File: config.mk
export PLATFORM = sky130hd
export DESIGN_NAME = motmr_cell
export DESIGN_NICKNAME = d
export VERILOG_FILES = /design/src/rtl/motmr_pkg.sv /design/src/rtl/motmr_cell.sv
export SDC_FILE = /design/constraint.sdc
export NUM_CORES = 1
export LEC_CHECK = 0
export ABC_AREA = 1
export BUFFER_PORTS_ARGS = -buffer_cell sky130_fd_sc_hd__buf_2
export CAP_MARGIN = 25
export CORE_MARGIN = 8
export CORE_UTILIZATION = 45
export CTS_BUF_LIST = sky130_fd_sc_hd__clkbuf_8
export CTS_CLUSTER_DIAMETER = 50
export DETAILED_ROUTE_END_ITERATION = 8
export GPL_TIMING_DRIVEN = 0
export PLACE_DENSITY = 0.76
export SETUP_SLACK_MARGIN = 0.02
export SLEW_MARGIN = 40
export SYNTH_ARGS = -nofsm -noshare
export SYNTH_HDL_FRONTEND = slang
export SYNTH_SLANG_ARGS = --single-unit
File: constraint.sdc
create_clock -name clk -period 3.3 [get_ports clk]
set_input_delay 0.165 -clock clk [delete_from_list [all_inputs] [get_ports clk]]
set_output_delay 0.165 -clock clk [all_outputs]
set_load 0.005 [all_outputs]
File: src/rtl/motmr_pkg.sv
`default_nettype none
package motmr_pkg;

	localparam int unsigned SLOTS_DEF      = 32;
	localparam int unsigned EVENT_BITS_DEF = 32;
	localparam logic [31:0] ALL_ONES       = 32'hFFFF_FFFF;
	localparam logic [31:0] MIN_LOAD       = 32'd2;

	typedef enum logic [2:0] {
		FN_START   = 3'd0,
		FN_STOP    = 3'd1,
		FN_RESET   = 3'd2,
		FN_EXPIRE  = 3'd3,
		FN_SERVICE = 3'd4,
		FN_QUERY   = 3'd5
	} func_t;

	// operation broadcast to every cell in a sweep
	typedef enum logic [2:0] {
		OP_HOLD,
		OP_SUB,      // saturating subtract of sub_val (for cells below lim)
		OP_EXPIRE,   // subtract current load from nonzero entries
		OP_REMOVE,   // cells at or past pos take their right neighbor
		OP_APPEND,   // cell at pos takes the new entry
		OP_FLOOR     // cell at pos raised to at least the minimum load
	} cell_op_t;

	typedef struct packed {
		cell_op_t    op;
		logic [31:0] sub_val;
		logic [5:0]  lim;       // active cells are those below lim
		logic [5:0]  pos;       // cell position for remove, append, floor
		logic [31:0] new_tmo;
		logic [4:0]  new_ev;
	} cell_ctl_t;

	typedef struct packed {
		logic [2:0]  func;
		logic [4:0]  event_index;
		logic [31:0] timeout_ms;
		logic [31:0] now_ms;
	} in_item_t;

	typedef struct packed {
		logic        status;
		logic        load_valid;
		logic [31:0] load_value;
		logic [4:0]  fired_index;
		logic        last;
		logic        is_active;
		logic        clear_timeout_event;
	} out_item_t;

	typedef enum logic [4:0] {
		ST_IDLE,
		ST_STOP_FIND, ST_STOP_SUB, ST_STOP_RM,
		ST_START_CHK, ST_START_FIND, ST_START_APP, ST_START_SUB,
		ST_EXP_SUB,
		ST_RL_SCAN, ST_RL_FLOOR,
		ST_SVC_BIT, ST_SVC_FIND, ST_SVC_RM,
		ST_QRY_FIND,
		ST_EMIT
	} state_t;

endpackage
`default_nettype wire

File: src/rtl/motmr_cell.sv
`default_nettype none
module motmr_cell (
	input  wire logic                 clk,
	input  wire logic [5:0]           idx,
	input  wire motmr_pkg::cell_ctl_t ctl,
	input  wire logic [31:0]          right_tmo,
	input  wire logic [4:0]           right_ev,
	input  wire logic [31:0]          cur_load,
	output logic [31:0]               tmo_q,
	output logic [4:0]                ev_q,
	output logic                      hit_zero
);
	import motmr_pkg::*;

	logic        act;
	logic [31:0] sub_res;
	logic [31:0] exp_res;

	assign act     = idx < ctl.lim;
	assign sub_res = (tmo_q > ctl.sub_val) ? tmo_q - ctl.sub_val : '0;
	assign exp_res = (tmo_q > cur_load) ? tmo_q - cur_load : '0;
	// entry nonzero before the expire and zero after
	assign hit_zero = act && (tmo_q != '0) && (exp_res == '0);

	always_ff @(posedge clk) begin
		case (ctl.op)
			OP_SUB: if (act) tmo_q <= sub_res;
			OP_EXPIRE: if (act && tmo_q != '0) tmo_q <= exp_res;
			OP_REMOVE: if (idx >= ctl.pos) begin
				tmo_q <= right_tmo;
				ev_q  <= right_ev;
			end
			OP_APPEND: if (idx == ctl.pos) begin
				tmo_q <= ctl.new_tmo;
				ev_q  <= ctl.new_ev;
			end
			OP_FLOOR: if (idx == ctl.pos && tmo_q < MIN_LOAD) tmo_q <= MIN_LOAD;
			default: ;
		endcase
	end
endmodule
`default_nettype wire

Word level (Yosys, flattened, before mapping) --
Cells that the tools add are included. W data, S select, Z words.
Operators by class: $lt $le $gt $ge 5, reduce and logical (&&, ||, !) cells 9, muxes and demuxes 11, add/sub/neg operators 2, equal/unequal tests 11
Operators by type and width (count):
- $mux W32 | 7
- $pmux W32 S5 | 1
- $gt A32 B32 Y1 | 2
- $sub A32 B32 Y32 | 2
- $logic_not A32 Y1 | 1
- $lt A32 B2 Y1 const B | 1
- $reduce_bool A32 Y1 | 1
- $mux W5 | 2
- $ne A2 B2 Y1 const B | 5
- $pmux W5 S2 | 1
- $eq A3 B2 Y1 const B | 2
- $eq A3 B3 Y1 const B | 2
- $eq A6 B6 Y1 | 1
- $ge A6 B6 Y1 | 1
- $lt A6 B6 Y1 | 1
- $reduce_and A6 Y1 | 1
- $reduce_bool A5 Y1 | 1
- $eq A3 B1 Y1 const B | 1
- $logic_and A1 B1 Y1 | 3
- $reduce_and A3 Y1 | 1
- $reduce_bool A2 Y1 | 1
Word-level totals: logic and storage cells 40, input bits 160, register bits 37, output and inout port bits 38

Longest topological paths before layout --
word-level depth 4, mapped depth 19, mapped depth without buffers 19

Worst setup path after synthesis --
OpenSTA, ideal clock, no wires.
path type register to register, start register tmo_q[6], end register tmo_q[0] (enable), arrival time 2.554 ns, period minus slack after synthesis 2.975 ns, required time 2.879 ns, library setup time 0.421 ns, stages on the path, launching flop included 9, path slack 0.325 ns, path buffers 0, path through edfxtp_1 > nor4_1 > nand2_1 > nor2_1 > and2_1 > nand4_1 > nand3_1 > nand4_1 > nor2_1
On the way: cells in the longest elaborated chain, start to end 4, elaborated cells on any way between the ends 7, classes of those cells 1 x order compare; 2 x eq/ne; 4 x reduce/logical
RTL lines:
- start: declaration | RTL line motmr_cell.sv:9 | output logic [31:0] tmo_q,
- start signal: assignment | RTL line motmr_cell.sv:27 | OP_SUB: if (act) tmo_q <= sub_res;
- start signal: assignment | RTL line motmr_cell.sv:28 | OP_EXPIRE: if (act && tmo_q != '0) tmo_q <= exp_res;
- start signal: assignment | RTL line motmr_cell.sv:30 | tmo_q <= right_tmo;
- $lt A32 B2 Y1 or $reduce_bool A32 Y1 (tied branches) | RTL line motmr_cell.sv:37, motmr_cell.sv:28
- $logic_and A1 B1 Y1 (on tied branches) | RTL line motmr_cell.sv:37, motmr_cell.sv:28
- $ne A2 B2 Y1 (no source line)
- $reduce_and A6 Y1 (no source line) *
Every way passes the cells marked *; elsewhere a longest branch is shown, timed or not. A chain may end at the register's enable or synchronous reset.

Worst setup path after layout --
start register tmo_q[3], end output hit_zero
On the way: cells in the longest elaborated chain, start to end 4, elaborated cells on any way between the ends 7, classes of those cells 1 x add/sub; 1 x order compare; 1 x mux; 4 x reduce/logical
RTL lines:
- $sub A32 B32 Y32 or $gt A32 B32 Y1 (tied branches) | RTL line motmr_cell.sv:21 | assign exp_res = (tmo_q > cur_load) ? tmo_q - cur_load : '0;
- $mux W32 | RTL line motmr_cell.sv:21
- $logic_not A32 Y1 | RTL line motmr_cell.sv:23 | assign hit_zero = act && (tmo_q != '0) && (exp_res == '0);
- $logic_and A1 B1 Y1 * | RTL line motmr_cell.sv:23
- end: declaration | RTL line motmr_cell.sv:11 | output logic hit_zero
Marks and branches as above.

==> metrics.md <==
| Metric | Value |
|---|---|
| Measured slew at the worst slew-check pin | `748 ps` |
| Final WL | `about 30000 um` |
| Buffers on Ports | `around 200` |
| DP HPWL | `approximately 25000 um` |
| Clock slew at reported path FFs | `~90 ps` |
| RSZ-0062 raised after global routing | `false` |
| Slew Viols, Final | `0` |
| Seq/Total Area, Yosys | `15.0%` |
| Total core area | `16300 um^2` |
| Hold_buf cts | `0` |
| Peak supply drop | `0.000174 V` |
| Pwr dens | `roughly 400 nW/um^2` |
| FFs w/ async S/R, synth | `0%` |
| Remaining global-route overflow | `0` |
| Syn nets | `1510` |
| Largest net degree at the start of global routing | `20` |
| Crit Reg-Reg Startpoint | `tmo_q[0]` |
| CP Capture Type | `primary output` |
| First-pass GRT wire length | `43200 um` |
| Status | `finished, final reports clean` |
| Worst r2r path cells | `15` |
| Clock buffer depth | `2` |
| Via density | `5.27` |
| CTS tree | `yes` |
| Comb power frac | `a little under three quarters` |
| Clock Latency Late Sink | `310 ps` |
| Most used DFF post-synth | `edfxtp_1` |
| Row count | `47` |
| Count of final hold-check violations | `0` |
| Min cycle time layout | `about 3100 ps` |
| Share of layout cells above drive strength 1 | `23.1%` |
| Vias in the first global route | `8593` |
| Internal power | `about 0.0018 W` |
| Clk sinks | `37` |
| Initial drt markers | `roughly 730` |
| H-tree levels | `2` |
| Remaining antenna violation count | `0` |
| Synthesized flop and latch total | `37` |
| Sequential share of power | `19.7%` |
| Critical Path RT | `3130 ps` |
| Final setup margin | `roughly 150 ps` |
| Final Skew | `8.28 ps` |
| WL/cell | `17.0 um` |
| Layout area overhead | `27.0%` |
| Area of the mapped netlist | `7410 um^2` |
| Reg2reg end | `tmo_q[20]` |
| Final Util | `57.6%` |
| Gpl congestion | `1.00` |
| Place WS | `295 ps` |
| WP data arrival | `roughly 3000 ps` |
| Fmax | `roughly 320 MHz` |
| Startpoint Class | `flip-flop` |
| Total vias in the final route | `9186` |
| R2R Setup Slk | `390 ps` |
| Antenna violations before repair | `0` |
| Critical path origin | `tmo_q[3]` |
| TritonRoute pass-1 iters | `6` |
| Leakage | `5.15 nW` |
| Clk pwr share | `a little under a tenth` |
| Die X | `144 um` |
| Yosys warns | `0` |
| Crit Path Class | `flip-flop to primary output` |
| Count of filler cells inserted in the layout | `1692` |
| Syn avg cell area | `a little under 6 um^2` |
| Num CTS Buffers | `5` |
| Layout Nets | `1758` |
| GRT Util Overall | `a little over a quarter` |
| Starting density of the core | `between 40% and 50%` |
| CP Max Fanout | `6` |
| # setup viols final | `0` |
| Io pins | `198` |
| Worst setup endpoint | `hit_zero` |
| Antenna Cells | `0` |
| Full die area | `between 20000 and 25000 um^2` |
| Net Sw Power | `0.00191 W` |
| MaxCap Viol Count | `0` |
| CTS Root Buffer Type | `clkbuf_8` |
| Post-synth EDFFs | `37` |
| Die Y-Extent | `144 um` |
| Final period util | `~95%` |
| Syn Inst Count | `1273` |
| HP Class | `primary input to flip-flop` |
| Sw Share | `51.9%` |
| Synth cell types | `49` |
| HP Start | `ctl[1]` |
| DRC | `0` |
| Hold WS | `roughly 120 ps` |
| Normalized max-slew margin | `between 50% and 60%` |
## critical path: stages (launching register included)
cell,delay (ps)
edfxtp_1,510
ha_2,440
nand2_1,120
nor2_1,160
nand2_1,70
nand3_1,110
nand2_1,100
nand2_1,180
nand3_1,130
nand2_1,130
nand2_1,80
nand3_1,90
nand2_1,60
nor2_1,120
nand3_1,100
nor2_2,140
buf_2,140
## per-stage QoR
stage | setup TNS [ps] | instances | area (um^2) | power (W)
floorplan | 0 | 1273 | 7410 | 0.00229
global placement | -29200 | 1690 | 8670 | 0.00301
detailed placement | 0 | 1691 | 8700 | 0.00302
CTS | 0 | 1699 | 8790 | 0.00337
global route | 0 | 1742 | 9410 | 0.00396
finish | 0 | 1742 | 9410 | 0.00367
## timing repair
action | 4_1_cts | 5_1_grt
pin swaps | 0 | 15
gates cloned | 0 | 1
setup endpoints to repair | 1 | 1
gates resized for setup | 1 | 50
buffers inserted | 0 | 42
## power groups by stage
| stage | sequential (W) | combinational (W) | clock, W |
|---|---|---|---|
| floorplan | 0.000698 | 0.00159 | 0 |
| global placement | 0.000762 | 0.00224 | 0 |
| detailed placement | 0.000759 | 0.00226 | 0 |
| CTS | 0.000749 | 0.00228 | 0.000339 |
| global route | 0.000724 | 0.00288 | 0.000357 |
| finish | 0.000722 | 0.00261 | 0.000342 |
## cell usage in the layout (no fill, tap or decap), types with 8 or more instances in the layout
cell      count
nand2_1     445
xor2_1       18
o21ai_0      30
nand3b_1     12
edfxtp_1     37
nand3_1      73
nand4_2       8
or2_2        11
ha_1         57
buf_4        41
inv_1       236
nor4_1       10
buf_2       198
ha_4         12
nor2_1       96
nand4_1      29
a21oi_1      63
nor2_2        9
nand3_2      20
nor3_1       14
## per-layer routing
| metal | vias to the layer above | GRT usage [%] | share of wire (%) |
|---|---|---|---|
| met3 | 73 | 4.36 | 7.5 |
| met5 | - | 0 | 0 |
| met4 | 0 | 10.1 | 3.4 |
| li1 | 4584 | - | - |
| met2 | 387 | 47.7 | 49 |
| met1 | 4142 | 32.2 | 41 |
## area by class of cell
type                    count  area, um^2  area share (%)
multi-input cells         982        5610            59.6
repair buffers            240        1330            14.1
flip-flops and latches     37        1110            11.8
inverters                 240         901            9.57
well taps                 220         275            2.93
plain buffers              15        98.8            1.05
clock buffers               5        68.8           0.731
clock inverters             3        13.8           0.146
## flip-flops by register name, indices dropped and copies added (netlist names)
| signal | cells |
|---|---|
| ev_q | 5 |
| tmo_q | 32 |
## worst min path at each step
stage	end	slack, ps	depth (start not counted)
2_1_floorplan	ev_q[0]	340	2
3_3_place_gp	ev_q[0]	430	3
3_5_place_dp	ev_q[1]	440	3
4_1_cts	ev_q[4]	120	3
5_1_grt	ev_q[0]	140	3
6_report	ev_q[1]	120	3
## cells by family (layout without fill, tap and decap cells)
kind of cell | count (synthesis) | count (layout) | synth area share, %
compound gates | 134 | 134 | 11.0
xor+xnor | 21 | 21 | 2.48
fa+ha+maj | 77 | 77 | 13.2
buf+inv | 255 | 503 | 13.5
flops | 37 | 37 | 15.0
simple gates | 749 | 750 | 44.8
## Yosys cell counts (10+ instances only)
library cell	count	area share, %
a21oi_1	63	4.3
edfxtp_1	37	15
ha_1	75	13
inv_1	237	12
nand2_1	447	23
nand3_1	80	5.4
nand3_2	13	1.8
nand3b_1	12	1.2
nand4_1	29	2.4
nor2_1	104	5.3
nor3_1	17	1.1
nor4_1	10	0.84
o21ai_0	30	2.0
or2_2	11	0.93
xor2_1	18	2.1
(Power assumes the default switching activity.)
